$ cat config.mk
export PLATFORM = sky130hd
export DESIGN_NAME = supply_loss_event_detector
export DESIGN_NICKNAME = d
export VERILOG_FILES = /design/src/hw/rtl/sle_pkg.sv /design/src/hw/rtl/supply_loss_event_detector.sv /design/src/hw/rtl/sle_log.sv
export SDC_FILE = /design/constraint.sdc
export NUM_CORES = 2
export LEC_CHECK = 0
export BUFFER_PORTS_ARGS = -buffer_cell sky130_fd_sc_hd__clkbuf_2
export CORE_ASPECT_RATIO = 0.6
export CORE_MARGIN = 2
export CORE_UTILIZATION = 46
export CTS_BUF_LIST = sky130_fd_sc_hd__clkbuf_4 sky130_fd_sc_hd__clkbuf_8
export CTS_CLUSTER_SIZE = 25
export DETAILED_ROUTE_END_ITERATION = 10
export GPL_ROUTABILITY_DRIVEN = 0
export PLACE_DENSITY = 0.68
export SLEW_MARGIN = 20
export SYNTH_ARGS = -nofsm -noshare
export SYNTH_HDL_FRONTEND = slang
export SYNTH_SLANG_ARGS = --single-unit
$ cat constraint.sdc
create_clock -name clk -period 11.21 [get_ports clk]
set_clock_uncertainty 0.2 [all_clocks]
set_input_delay 1.6815 -clock clk [delete_from_list [all_inputs] [get_ports clk]]
set_output_delay 1.6815 -clock clk [all_outputs]
set_load 0.05 [all_outputs]
$ cat src/hw/rtl/sle_pkg.sv
// Shared types and constants for the supply loss event detector.
// No dependencies; imported by sle_log and supply_loss_event_detector.
`default_nettype none

package sle_pkg;

  // ring log
  localparam int LOG_DEPTH = 10;
  localparam int SLOT_W    = (LOG_DEPTH > 1) ? $clog2(LOG_DEPTH) : 1;

  // measurement window on the free-running read timer
  localparam int READ_INTERVAL = 600;

  // qualification constants
  localparam logic [7:0] LOSS_RUN_PROBE  = 8'd29;
  localparam logic [7:0] CURRENT_TIMEOUT = 8'd25;
  localparam logic [7:0] RUN_SAT         = 8'hFF;
  localparam logic [7:0] EVENTS_SAT      = 8'hFF;

  localparam logic [47:0] OPEN_END_MARK = 48'hFFFF_FFFF_FFFF;

  // loss seconds are kept as minutes plus seconds-within-minute
  localparam int          SECONDS_PER_MIN = 60;
  localparam logic [31:0] LOSS_SEC_MAX    = 32'hFFFF_FFFF;
  localparam int          MIN_W           = 27;
  localparam int          SEC_W           = 6;
  localparam logic [MIN_W-1:0] LOSS_MIN_SAT = MIN_W'(LOSS_SEC_MAX / SECONDS_PER_MIN);
  localparam logic [SEC_W-1:0] LOSS_REM_SAT = SEC_W'(LOSS_SEC_MAX % SECONDS_PER_MIN);
  localparam logic [SEC_W-1:0] SEC_LAST     = SEC_W'(SECONDS_PER_MIN - 1);

  // config register reset values
  localparam logic       RST_RECORD_EN  = 1'b0;
  localparam logic [9:0] RST_MIN_PULSES = 10'd35;
  localparam logic [9:0] RST_MAX_PULSES = 10'd252;
  localparam logic [7:0] RST_START_SEC  = 8'd30;
  localparam logic [7:0] RST_END_SEC    = 8'd30;

  localparam int CFG_IDX_W  = 3;
  localparam int CFG_DATA_W = 10;

  typedef enum logic [CFG_IDX_W-1:0] {
    CFG_RECORD_EN  = 3'd0,
    CFG_MIN_PULSES = 3'd1,
    CFG_MAX_PULSES = 3'd2,
    CFG_START_SEC  = 3'd3,
    CFG_END_SEC    = 3'd4
  } cfg_idx_t;

  typedef enum logic [1:0] {
    OP_TICK    = 2'd0,
    OP_SUMMARY = 2'd1,
    OP_READ    = 2'd2
  } op_t;

  // lowest set bit of a positive constant
  function automatic int low_zero_bits(input int v);
    int n;
    n = 0;
    for (int i = 30; i >= 0; i--) begin
      if (((v >> i) & 1) == 1) n = i;
    end
    return n;
  endfunction

  // inverse of an odd constant mod 2**32 (Newton steps, 3 -> 96 good bits)
  function automatic logic [31:0] odd_inverse(input logic [31:0] d);
    logic [31:0] inv;
    inv = d;
    for (int i = 0; i < 5; i++) begin
      inv = inv * (32'd2 - d * inv);
    end
    return inv;
  endfunction

  // t % READ_INTERVAL == 0: low zero bits plus an odd-divisor test by one multiply
  localparam int          RI_TZ       = low_zero_bits(READ_INTERVAL);
  localparam logic [31:0] RI_ODD      = 32'(READ_INTERVAL >> RI_TZ);
  localparam logic [31:0] RI_INV      = odd_inverse(RI_ODD);
  localparam logic [31:0] RI_LIMIT    = 32'hFFFF_FFFF / RI_ODD;
  localparam logic [31:0] RI_LOW_MASK = (32'd1 << RI_TZ) - 32'd1;

  typedef struct packed {
    op_t          op;
    logic [9:0]   pulse_count;
    logic         sense_pin_low;
    logic         current_valid_set;
    logic         measure_closed;
    logic         meter_power_on;
    logic [31:0]  read_timer;
    logic [31:0]  peak_current;
    logic [47:0]  clock_time;
    logic [3:0]   record_index;
  } item_t;

  typedef struct packed {
    logic              event_started;
    logic              event_ended;
    logic              open_power_request;
    logic              clear_current;
    logic [MIN_W-1:0]  loss_minutes;
    logic [7:0]        event_count;
    logic              data_valid;
    logic [47:0]       record_start_time;
    logic [47:0]       record_end_time;
    logic [31:0]       record_current;
  } result_t;

  // log write controls from the event logic
  typedef struct packed {
    logic              open_we;
    logic              close_we;
    logic [SLOT_W-1:0] slot;
    logic [47:0]       stamp;
    logic [31:0]       current;
  } log_wr_t;

  typedef struct packed {
    logic [47:0] start_time;
    logic [47:0] end_time;
    logic [31:0] current;
  } log_rec_t;

endpackage

`default_nettype wire

$ cat src/hw/rtl/supply_loss_event_detector.sv
// Supply loss event detector: per-second loss qualification, event start/end,
// ring log of events and power-on summary. Depends on sle_pkg and sle_log.
//
//   channel   dir  handshake                 payload
//   item      in   item_valid / item_stall   item (sle_pkg::item_t)
//   result    out  result_valid / result_stall  result (sle_pkg::result_t)
//   cfg       in   cfg_we                    cfg_index, cfg_data
//
// One item per clock while item_stall is low. The result is registered and shows in the
// cycle after the item is taken; all state updates in that same edge.
// item_stall follows result_stall only while the result register is full.
// Reset is synchronous; the log reads as zeros through its per-slot valid bits.
`default_nettype none

module supply_loss_event_detector (
  input  wire logic                              clk,
  input  wire logic                              rst,
  input  wire logic                              item_valid,
  output logic                                   item_stall,
  input  wire sle_pkg::item_t                    item,
  output logic                                   result_valid,
  input  wire logic                              result_stall,
  output sle_pkg::result_t                       result,
  input  wire logic                              cfg_we,
  input  wire logic [sle_pkg::CFG_IDX_W-1:0]     cfg_index,
  input  wire logic [sle_pkg::CFG_DATA_W-1:0]    cfg_data
);
  import sle_pkg::*;

  // configuration
  logic       record_current_enable;
  logic [9:0] min_pulses;
  logic [9:0] max_pulses;
  logic [7:0] start_seconds;
  logic [7:0] end_seconds;

  // event state
  logic              event_open,   event_open_next;
  logic [7:0]        loss_run,     loss_run_next;
  logic [7:0]        clean_run,    clean_run_next;
  logic [MIN_W-1:0]  loss_minutes, loss_minutes_next;
  logic [SEC_W-1:0]  loss_sec_mod, loss_sec_mod_next;
  logic [7:0]        events_seen,  events_seen_next;
  logic [SLOT_W-1:0] write_slot,   write_slot_next;
  logic              valid_mark,   valid_mark_next;
  logic              current_ok,   current_ok_next;
  logic              measuring,    measuring_next;

  result_t  result_next;
  result_t  result_core;
  log_wr_t  log_wr;
  log_rec_t log_rec;

  logic              accept;
  logic              cur_ok_in;
  logic              meas_in;
  logic              loss_second;
  logic              timer_slot;
  logic [31:0]       timer_prod;
  logic [7:0]        loss_run_inc;
  logic [7:0]        clean_run_inc;
  logic              loss_sat;
  logic              loss_add;
  logic              close_now;
  logic [SLOT_W-1:0] slot_after;

  assign accept     = item_valid && !item_stall;
  assign item_stall = result_valid && result_stall;

  always_ff @(posedge clk) begin
    if (rst) begin
      record_current_enable <= RST_RECORD_EN;
      min_pulses            <= RST_MIN_PULSES;
      max_pulses            <= RST_MAX_PULSES;
      start_seconds         <= RST_START_SEC;
      end_seconds           <= RST_END_SEC;
    end else if (cfg_we) begin
      case (cfg_index)
        CFG_RECORD_EN:  record_current_enable <= cfg_data[0];
        CFG_MIN_PULSES: min_pulses            <= cfg_data[9:0];
        CFG_MAX_PULSES: max_pulses            <= cfg_data[9:0];
        CFG_START_SEC:  start_seconds         <= cfg_data[7:0];
        CFG_END_SEC:    end_seconds           <= cfg_data[7:0];
        default: ;
      endcase
    end
  end

  // outside flags act before anything else on every item
  assign cur_ok_in = current_ok || item.current_valid_set;
  assign meas_in   = measuring && !item.measure_closed;

  assign loss_second = ((item.pulse_count >= min_pulses) &&
                        (item.pulse_count <= max_pulses)) || meas_in;

  assign timer_prod = (item.read_timer >> RI_TZ) * RI_INV;
  assign timer_slot = ((item.read_timer & RI_LOW_MASK) == 32'd0) &&
                      (timer_prod <= RI_LIMIT);

  assign loss_run_inc  = (loss_run  == RUN_SAT) ? loss_run  : loss_run  + 8'd1;
  assign clean_run_inc = (clean_run == RUN_SAT) ? clean_run : clean_run + 8'd1;
  assign loss_sat      = (loss_minutes == LOSS_MIN_SAT) && (loss_sec_mod == LOSS_REM_SAT);
  assign slot_after    = (write_slot == SLOT_W'(LOG_DEPTH - 1)) ? '0 : write_slot + 1'b1;

  always_comb begin
    event_open_next = event_open;
    loss_run_next   = loss_run;
    clean_run_next  = clean_run;
    events_seen_next = events_seen;
    write_slot_next = write_slot;
    valid_mark_next = valid_mark;
    current_ok_next = cur_ok_in;
    measuring_next  = meas_in;
    loss_add        = 1'b0;
    close_now       = 1'b0;
    result_next     = '0;
    log_wr          = '0;
    log_wr.slot     = write_slot;
    log_wr.stamp    = item.clock_time;
    log_wr.current  = item.peak_current;

    case (item.op)
      OP_TICK: begin
        if (item.sense_pin_low) begin
          if (loss_second) begin
            if (record_current_enable && !item.meter_power_on &&
                ((loss_run >= LOSS_RUN_PROBE && !cur_ok_in && timer_slot) || meas_in)) begin
              result_next.open_power_request = 1'b1;
              measuring_next = 1'b1;
            end
            clean_run_next = '0;
            if (event_open) begin
              loss_add = 1'b1;
            end else if (loss_run_inc >= start_seconds &&
                         (!record_current_enable || cur_ok_in)) begin
              loss_run_next   = '0;
              log_wr.open_we  = 1'b1;
              event_open_next = 1'b1;
              events_seen_next = (events_seen == EVENTS_SAT) ? events_seen
                                                             : events_seen + 8'd1;
              valid_mark_next = 1'b1;
              result_next.event_started = 1'b1;
            end else begin
              loss_run_next = loss_run_inc;
            end
          end else begin
            loss_add = event_open;
            if (!cur_ok_in) loss_run_next = '0;
            clean_run_next = clean_run_inc;
            if (clean_run_inc > CURRENT_TIMEOUT) current_ok_next = 1'b0;
            if (clean_run_inc >= end_seconds && event_open) begin
              close_now = 1'b1;
              result_next.event_ended   = 1'b1;
              result_next.clear_current = 1'b1;
            end
          end
        end
      end
      OP_SUMMARY: begin
        if (valid_mark) begin
          if (event_open) begin
            close_now = 1'b1;
            result_next.event_ended = 1'b1;
          end
          result_next.loss_minutes = loss_minutes;
          result_next.event_count  = events_seen;
        end
      end
      // record fields come from the log's read word
      OP_READ: ;
      default: ;
    endcase

    if (close_now) begin
      log_wr.close_we = 1'b1;
      write_slot_next = slot_after;
      event_open_next = 1'b0;
    end

    loss_minutes_next = loss_minutes;
    loss_sec_mod_next = loss_sec_mod;
    if (loss_add && !loss_sat) begin
      if (loss_sec_mod == SEC_LAST) begin
        loss_sec_mod_next = '0;
        loss_minutes_next = loss_minutes + 1'b1;
      end else begin
        loss_sec_mod_next = loss_sec_mod + 1'b1;
      end
    end

    result_next.data_valid = valid_mark_next;

    if (!accept) begin
      log_wr.open_we  = 1'b0;
      log_wr.close_we = 1'b0;
    end
  end

  sle_log u_log (
    .clk      (clk),
    .rst      (rst),
    .wr       (log_wr),
    .rd_en    (accept),
    .rd_sel   (item.op == OP_READ),
    .rd_index (item.record_index),
    .rd_rec   (log_rec)
  );

  always_ff @(posedge clk) begin
    if (rst) begin
      event_open   <= 1'b0;
      loss_run     <= '0;
      clean_run    <= '0;
      loss_minutes <= '0;
      loss_sec_mod <= '0;
      events_seen  <= '0;
      write_slot   <= '0;
      valid_mark   <= 1'b0;
      current_ok   <= 1'b0;
      measuring    <= 1'b0;
    end else if (accept) begin
      event_open   <= event_open_next;
      loss_run     <= loss_run_next;
      clean_run    <= clean_run_next;
      loss_minutes <= loss_minutes_next;
      loss_sec_mod <= loss_sec_mod_next;
      events_seen  <= events_seen_next;
      write_slot   <= write_slot_next;
      valid_mark   <= valid_mark_next;
      current_ok   <= current_ok_next;
      measuring    <= measuring_next;
    end
  end

  always_ff @(posedge clk) begin
    if (rst) begin
      result_valid <= 1'b0;
    end else if (accept) begin
      result_valid <= 1'b1;
    end else if (!result_stall) begin
      result_valid <= 1'b0;
    end
  end

  always_ff @(posedge clk) begin
    if (accept) begin
      result_core <= result_next;
    end
  end

  always_comb begin
    result                   = result_core;
    result.record_start_time = log_rec.start_time;
    result.record_end_time   = log_rec.end_time;
    result.record_current    = log_rec.current;
  end

endmodule

`default_nettype wire

$ cat src/hw/rtl/sle_log.sv
// Ring log of event records: start time, end time, peak current per slot.
// Depends on sle_pkg. Per-slot valid bits give the all-zero reset image.
`default_nettype none

module sle_log (
  input  wire logic             clk,
  input  wire logic             rst,
  input  wire sle_pkg::log_wr_t wr,
  input  wire logic             rd_en,
  input  wire logic             rd_sel,
  input  wire logic [3:0]       rd_index,
  output sle_pkg::log_rec_t     rd_rec
);
  import sle_pkg::*;

  logic [47:0]          start_mem   [LOG_DEPTH];
  logic [47:0]          end_mem     [LOG_DEPTH];
  logic [31:0]          current_mem [LOG_DEPTH];
  logic [LOG_DEPTH-1:0] slot_valid;
  logic [SLOT_W-1:0]    rd_slot;
  logic                 rd_hit;

  always_ff @(posedge clk) begin
    if (rst) begin
      slot_valid <= '0;
    end else if (wr.open_we) begin
      slot_valid[wr.slot] <= 1'b1;
    end
  end

  always_ff @(posedge clk) begin
    if (wr.open_we) begin
      start_mem[wr.slot]   <= wr.stamp;
      current_mem[wr.slot] <= wr.current;
      end_mem[wr.slot]     <= OPEN_END_MARK;
    end else if (wr.close_we) begin
      end_mem[wr.slot] <= wr.stamp;
    end
  end

  assign rd_slot = SLOT_W'(rd_index);
  assign rd_hit  = (32'(rd_index) < LOG_DEPTH);

  // read word loads with every accepted item; zeros unless a written slot is read
  always_ff @(posedge clk) begin
    if (rst) begin
      rd_rec <= '0;
    end else if (rd_en) begin
      if (rd_sel && rd_hit && slot_valid[rd_slot]) begin
        rd_rec.start_time <= start_mem[rd_slot];
        rd_rec.end_time   <= end_mem[rd_slot];
        rd_rec.current    <= current_mem[rd_slot];
      end else begin
        rd_rec <= '0;
      end
    end
  end

endmodule

`default_nettype wire
=== After elaboration in Yosys (flattened, before gate mapping) ===
Memories as Yosys holds them, arrays and structs flattened.
Index checks and enable logic that the tools add are counted.

* Memories: 3
* RAM bits: 1,280
* Word-level logic and storage cells: 175
* Register bits after elaboration: 281

* Multipliers: 1
* Equal/unequal tests: 16
* $lt $le $gt $ge: 11
* Reduce and logical (&&, ||, !) cells: 47
* Muxes and demuxes: 60
* Bitwise logic cells: 4
* Add/sub/neg operators: 6

{| class="wikitable"
|+ Memories
! memory !! depth !! width !! read ports !! clocked after memory_dff !! wr ports !! RTL line !! source
|-
| u_log.end_mem || 10 || 48 || 1 || 0 || 1 || sle_log.sv:17 || <nowiki>logic [47:0] end_mem [LOG_DEPTH];</nowiki>
|-
| u_log.start_mem || 10 || 48 || 1 || 0 || 1 || sle_log.sv:16 || <nowiki>logic [47:0] start_mem [LOG_DEPTH];</nowiki>
|-
| u_log.current_mem || 10 || 32 || 1 || 0 || 1 || sle_log.sv:18 || <nowiki>logic [31:0] current_mem [LOG_DEPTH];</nowiki>
|}

{| class="wikitable"
|+ Operator list
! cell !! count
|-
| $mux W128 || 1
|-
| $mux W8 || 7
|-
| $mux W48 || 1
|-
| $mux W1 || 43
|-
| $le A32 B26 Y1 const B || 1
|-
| $logic_not A32 Y1 || 1
|-
| $mul A29 B32 Y32 const B || 1
|-
| $add A27 B1 Y27 const B || 1
|-
| $eq A27 B27 Y1 const B || 1
|-
| $add A8 B1 Y8 const B || 3
|-
| $eq A8 B8 Y1 const B || 3
|-
| $reduce_and A2 Y1 || 9
|-
| $ge A8 B8 Y1 || 2
|-
| $logic_and A1 B1 Y1 || 16
|-
| $ge A10 B10 Y1 || 1
|-
| $le A10 B10 Y1 || 1
|-
| $lt A4 B5 Y1 const B || 2
|-
| $or A10 B10 Y10 || 1
|-
| $reduce_and A3 Y1 || 3
|-
| $ge A8 B5 Y1 const B || 1
|-
| $gt A8 B5 Y1 const B || 1
|-
| $reduce_and A7 Y1 || 1
|-
| $add A6 B1 Y6 const B || 1
|-
| $eq A3 B2 Y1 const B || 2
|-
| other kinds (28) || 41
|}

=== Logic depth before layout (Yosys ltp) ===
* Depth in word-level cells: 14
* Depth in mapped cells: 27

=== Cells and area by module ===
Synthesis repeated with hierarchy kept, for this count alone.

* Cell total of the unflattened synthesis: 4,809
* Area, all modules: 70,700.3 µm²

{| class="wikitable"
|+ By module, submodules not included
! module !! cells each !! area an instance (µm²) !! instances
|-
| sle_log || 3,159 || 55,132.9 || 1
|-
| supply_loss_event_detector || 1,650 || 15,567.4 || 1
|}

=== Least setup slack after synthesis ===
No wires, ideal clock.

* Path type: input-to-reg
* Start: input item[123] (netlist bit)
* End: memory u_log.current_mem[8][0], enable pin
* Data arrival time: 9,108 ps
* Stages: 12
* Path slack: 1,286 ps
* Cell sequence: ha_1 > a21o_1 > a21o_1 > a21oi_1 > nor2_1 > o21ai_1 > a21bo_2 > and4_1 > clkbuf_1 > clkbuf_1 > nand2_1 > nor3_1

* Word-level cells in the longest chain between the ends: 9
* Elaborated cells on any way between the ends: 10
* Classes of those cells: order compare: 2; mux: 6; reduce/logical: 2

{| class="wikitable"
|+ RTL lines
! element !! RTL line !! source
|-
| from (decl) || supply_loss_event_detector.sv:20 || <nowiki>input wire sle_pkg::item_t item,</nowiki>
|-
| $ge A10 B10 Y1 or $le A10 B10 Y1 (tied branches) || supply_loss_event_detector.sv:93, supply_loss_event_detector.sv:94 ||
|-
| $logic_and A1 B1 Y1 * || supply_loss_event_detector.sv:93 || <nowiki>assign loss_second = ((item.pulse_count >= min_pulses) &&</nowiki>
|-
| $logic_or A1 B1 Y1 * || supply_loss_event_detector.sv:94 || <nowiki>(item.pulse_count <= max_pulses)) || meas_in;</nowiki>
|-
| $mux W1 * || supply_loss_event_detector.sv:125 || <nowiki>if (loss_second) begin</nowiki>
|-
| $mux W1 * || supply_loss_event_detector.sv:124 || <nowiki>if (item.sense_pin_low) begin</nowiki>
|-
| $mux W1 * || supply_loss_event_detector.sv:122 || <nowiki>case (item.op)</nowiki>
|-
| $mux W2 * || supply_loss_event_detector.sv:193 || <nowiki>if (!accept) begin</nowiki>
|-
| $mux W1 * || sle_log.sv:32 || <nowiki>if (wr.open_we) begin</nowiki>
|-
| $mux W1 (implied by the code) * || sle_log.sv:34 || <nowiki>current_mem[wr.slot] <= wr.current;</nowiki>
|-
| to (decl) || sle_log.sv:18 ||
|}

Every way passes the cells marked *; elsewhere a longest branch is shown, timed or not.

=== Final worst setup path ===
* Start: input item[89] (netlist bit)
* End: register result_core (netlist bit result[165]) (data pin)

* Word-level cells in the longest chain between the ends: 7

{| class="wikitable"
|+ RTL lines
! element !! RTL line !! source
|-
| $mul A29 B32 Y32 || supply_loss_event_detector.sv:96 || <nowiki>assign timer_prod = (item.read_timer >> RI_TZ) * RI_INV;</nowiki>
|-
| $le A32 B26 Y1 || supply_loss_event_detector.sv:98 || <nowiki>(timer_prod <= RI_LIMIT);</nowiki>
|-
| $logic_and A1 B1 Y1 || supply_loss_event_detector.sv:97 || <nowiki>assign timer_slot = ((item.read_timer & RI_LOW_MASK) == 32'd0) &&</nowiki>
|-
| $logic_and A1 B1 Y1 || supply_loss_event_detector.sv:127 || <nowiki>((loss_run >= LOSS_RUN_PROBE && !cur_ok_in && timer_slot) || meas_in)) begin</nowiki>
|-
| $logic_or A1 B1 Y1 || supply_loss_event_detector.sv:127 ||
|-
| $logic_and A1 B1 Y1 || supply_loss_event_detector.sv:126 || <nowiki>if (record_current_enable && !item.meter_power_on &&</nowiki>
|-
| $mux W1 || supply_loss_event_detector.sv:126 ||
|-
| to (signal assigned) || supply_loss_event_detector.sv:247 || <nowiki>result_core <= result_next;</nowiki>
|-
| to (decl) || supply_loss_event_detector.sv:50 || <nowiki>result_t result_core;</nowiki>
|}

No other way between the ends.
A chain may end at the register's enable or synchronous reset.

==> impl_metrics.xml <==
<?xml version="1.0" encoding="UTF-8"?>
<metrics>
  <group name="place">
    <metric name="port_buffers" unit="">319</metric>
    <metric name="placed_cells" unit="">6596</metric>
    <metric name="dp_hpwl" unit="mm">103</metric>
  </group>
  <group name="logic_synthesis">
    <metric name="syn-num-nets" unit="">4987</metric>
    <metric name="yosysSeqAreaShare" unit="%">64.1</metric>
    <metric name="synth_cells" unit="">4416</metric>
    <metric name="synth_area" unit="µm²">69300</metric>
    <metric name="synth.top_cell.area_share" unit="%">57.2</metric>
    <metric name="ys_seq_elements" unit="">1561</metric>
    <metric name="syn_avg_cell_area" unit="µm²">15.7</metric>
    <metric name="yosysTopAreaCell" unit="">sky130_fd_sc_hd__edfxtp_1</metric>
    <metric name="synthFlopType" unit="">sky130_fd_sc_hd__edfxtp_1</metric>
    <metric name="netlist_top_cells_area" unit="">sky130_fd_sc_hd__edfxtp_1 (57%), sky130_fd_sc_hd__mux4_2 (8.3%), sky130_fd_sc_hd__dfxtp_1 (7.0%)</metric>
    <metric name="synth_async_sr_flop_share" unit="%">0</metric>
    <metric name="synth_cell_type_count" unit="">86</metric>
    <metric name="synthesis.yosys.warnings" unit="">0</metric>
    <metric name="synth-edff-count" unit="">1320</metric>
  </group>
  <group name="pwr">
    <metric name="power.switching" unit="mW">6.84</metric>
    <metric name="p_int" unit="mW">11.9</metric>
    <metric name="p_per_area" unit="nW/µm²">240</metric>
    <metric name="power_switching_share" unit="%">36.6</metric>
    <metric name="pwr-share-clk" unit="%">24.6</metric>
    <metric name="share_seq_of_total_power" unit="%">33.6</metric>
    <metric name="comb_power_share" unit="%">41.8</metric>
    <metric name="max-vdd-ir-drop" unit="mV">0.542</metric>
    <metric name="total_power" unit="mW">18.7</metric>
    <metric name="p_leak" unit="nW">29.3</metric>
  </group>
  <group name="floorplanning">
    <metric name="core-area" unit="µm²">150000</metric>
    <metric name="die_h" unit="µm">305</metric>
    <metric name="die_area" unit="µm²">154000</metric>
    <metric name="floorplan.die.width" unit="µm">505</metric>
    <metric name="rows" unit="">110</metric>
    <metric name="top_level_ports" unit="">320</metric>
    <metric name="initial_core_util" unit="%">46.3</metric>
  </group>
  <group name="cells_and_area">
    <metric name="stdcell_count" unit="">7013</metric>
    <metric name="postLayoutCoreUtil" unit="%">52.0</metric>
    <metric name="syn_to_final_growth" unit="%">12.3</metric>
    <metric name="layout-drive-gt1-share" unit="%">21.3</metric>
    <metric name="final_net_count" unit="">5371</metric>
    <metric name="fill_cells" unit="">12200</metric>
    <metric name="final_common_cell" unit="">sky130_fd_sc_hd__edfxtp_1</metric>
    <metric name="layout.cells.most_common_list" unit="">sky130_fd_sc_hd__edfxtp_1 (1320), sky130_fd_sc_hd__clkbuf_2 (314), sky130_fd_sc_hd__inv_1 (312)</metric>
  </group>
  <group name="cts">
    <metric name="cts_made_buffers" unit="">217</metric>
    <metric name="max-clock-path-buffers" unit="">3</metric>
    <metric name="insertion_delay" unit="ps">970</metric>
    <metric name="numClockSinks" unit="">1561</metric>
    <metric name="clock_transition_at_the_registers_of_the_reported_paths" unit="ps">70</metric>
    <metric name="ctsHoldBuffers" unit="">0</metric>
    <metric name="clock_tree_from_tritoncts" unit="">done</metric>
    <metric name="cts.repair.resized" unit="">0</metric>
    <metric name="cts_setup_buffers" unit="">0</metric>
    <metric name="cts_root_buf" unit="">sky130_fd_sc_hd__clkbuf_8</metric>
    <metric name="cts.htree.levels" unit="">4</metric>
  </group>
  <group name="timing">
    <metric name="setup_viol" unit="">0</metric>
    <metric name="final_hold_viol_count" unit="">0</metric>
    <metric name="timing.hold.ws" unit="ps">257</metric>
    <metric name="slew_headroom" unit="%">31.2</metric>
    <metric name="max_freq" unit="MHz">124</metric>
    <metric name="final_period_minus_worst_setup_slack" unit="ps">8070</metric>
    <metric name="setup_tns" unit="ps">0</metric>
    <metric name="fin_crit_sh" unit="%">72.0</metric>
    <metric name="timing.final.max_slew_violations" unit="">0</metric>
    <metric name="grt_setup_unrepaired" unit="">false</metric>
    <metric name="timing_worst_slew_pin_value" unit="ps">1000</metric>
  </group>
  <group name="worst_setup_path">
    <metric name="type_of_origin_of_the_critical_path" unit="">primary input</metric>
    <metric name="timing.critical_path.fanout_max" unit="">8</metric>
    <metric name="worstSetupEndpointType" unit="">register</metric>
    <metric name="critical_path.slowest_cell" unit="">sky130_fd_sc_hd__fa_1</metric>
    <metric name="delay_of_the_slowest_cell_on_the_worst_path" unit="ps">570</metric>
    <metric name="crit-reg2reg-capture" unit="">u_log.end_mem[9][40]</metric>
    <metric name="critPathArrivalTime" unit="ps">8650</metric>
    <metric name="r2r_start" unit="">loss_run[0]</metric>
    <metric name="required" unit="ps">11790</metric>
    <metric name="path_class" unit="">primary input to register</metric>
    <metric name="worstRegToRegCells" unit="">16</metric>
    <metric name="timing.reg2reg.setup_slack" unit="ps">5610</metric>
    <metric name="critPathMostFrequentCell" unit="">sky130_fd_sc_hd__fa_1</metric>
  </group>
  <group name="drt">
    <metric name="avgViaCountPerCell" unit="">5.57</metric>
    <metric name="drt-wirelength-per-cell" unit="µm">24.0</metric>
    <metric name="drc" unit="">0</metric>
    <metric name="count_of_antenna_violating_nets_left_after_detailed_routing" unit="">0</metric>
    <metric name="dr_total_vias" unit="">39100</metric>
    <metric name="initialDrtViolationCount" unit="">3545</metric>
    <metric name="wl" unit="mm">168</metric>
    <metric name="drt_pre_antenna_iters" unit="">7</metric>
  </group>
  <group name="worst_hold_path">
    <metric name="min_delay_path_depth" unit="">2</metric>
    <metric name="worstHoldEndpoint" unit="">min_pulses[2]</metric>
    <metric name="hold_path.startpoint" unit="">min_pulses[2]</metric>
    <metric name="hold_path_class" unit="">register to register</metric>
  </group>
  <group name="global_routing">
    <metric name="number_of_antenna_violations_at_the_first_check_in_global_routing" unit="">14</metric>
    <metric name="via_count_of_the_first_global_routing_pass" unit="">39100</metric>
    <metric name="grtUsageTotal" unit="%">21.8</metric>
    <metric name="global_route.overflow_total" unit="">0</metric>
    <metric name="grt_max_degree" unit="">105</metric>
    <metric name="grt_pass1_wl" unit="mm">252</metric>
  </group>
  <group name="flow_run">
    <metric name="maxCapViolCount" unit="">0</metric>
  </group>
  <group name="outcome">
    <metric name="outcome" unit="">finished, final reports clean</metric>
  </group>
</metrics>
[flip-flops by register name (all words and copies together) (netlist names)]
| name | flops |
|---|---|
| result | 40 |
| clean_run | 8 |
| u_log.current_mem | 320 |
| record_current_enable | 1 |
| loss_run | 8 |
| events_seen | 8 |
| max_pulses | 10 |
| event_open | 1 |
| u_log.slot_valid | 10 |
| measuring | 1 |
| u_log.rd_rec | 128 |
| loss_minutes | 27 |
| u_log.end_mem | 480 |
| current_ok | 1 |
| u_log.start_mem | 480 |
| result_valid | 1 |
| min_pulses | 10 |
| valid_mark | 1 |
| loss_sec_mod | 6 |
| write_slot | 4 |
| start_seconds | 8 |
| end_seconds | 8 |
[worst max-delay path by stage]
stage                                    to  slack (ps)  cells after the start       from
detailed placement              result[165]        2150                     25   item[89]
global route                    result[165]        2850                     25   item[89]
finish                          result[165]        3140                     25   item[89]
global placement                result[165]        2190                     25   item[89]
CTS                             result[165]        3180                     25   item[89]
floorplan           u_log.current_mem[8][0]        1290                     12  item[123]
[power by group through the flow]
stage	combinational, mW	sequential [mW]	clock, mW
floorplan	5.75	6.43	0
global placement	7.62	6.40	0
detailed placement	7.70	6.40	0
CTS	7.75	6.27	4.72
global route	8.71	6.27	4.99
finish	7.82	6.27	4.61
[stage by stage]
step	area, µm²	setup WS (ps)
5_1_grt	77900	2850
6_report	77900	3140
4_1_cts	77800	3180
2_1_floorplan	69300	1290
3_3_place_gp	73200	2190
3_5_place_dp	73200	2150
[synthesized netlist by cell type (all sizes together), types with 5 or more instances]
library cell	number
edfxtp	1320
inv	313
mux4	257
ha	254
nor2	242
dfxtp	241
a21oi	212
fa	167
clkbuf	152
nor2b	145
mux2i	141
a211oi	135
a22oi	132
nand2	123
buf	63
nand2b	61
o21ai	58
xnor2	48
and2	43
nand3	32
xor2	26
nor3	24
nand4	21
and3	19
nand3b	19
a21o	15
or3	15
a31oi	13
a211o	9
nor4	8
nor4b	8
o21a	8
mux2	7
nand4b	7
o211ai	7
or2	5
or4b	5
[metal layers]
metal	part of all wire [%]	track usage, %
met2	45	32.9
met4	1.6	4.94
met1	45	32.2
met3	7.7	4.89
met5	0.044	0
[kinds of logic after synthesis]
kind of cell               Yosys count  share of synthesized area [%]
AOI/OAI and AO/OA                  632                           6.08
buffers and inverters              528                           2.98
muxes                              405                           10.5
adders and majority gates          421                           9.40
xor gates and xnor gates            74                          0.935
and+or+nand+nor                    795                           5.99
DFF                               1561                           64.1
[layout make-up]
| cell class | instances | area, µm² | share of cell area, % |
|---|---|---|---|
| flip-flops and latches | 1561 | 44500 | 57.1 |
| multi-input cells | 2327 | 23000 | 29.5 |
| clock buffers | 304 | 3740 | 4.80 |
| well taps | 2016 | 2520 | 3.24 |
| repair buffers | 380 | 2120 | 2.73 |
| inverters | 313 | 1170 | 1.51 |
| clock inverters | 104 | 867 | 1.11 |
| diodes | 8 | 20.0 | 0.0257 |
[worst max-delay path, delay by kind of cell]
family	cells	cell delay [ps]
adder cells (fa/ha/maj)	9	4280
AO/OA/AOI/OAI	9	2010
buffers and inverters	7	650
(Power assumes the default switching activity.)
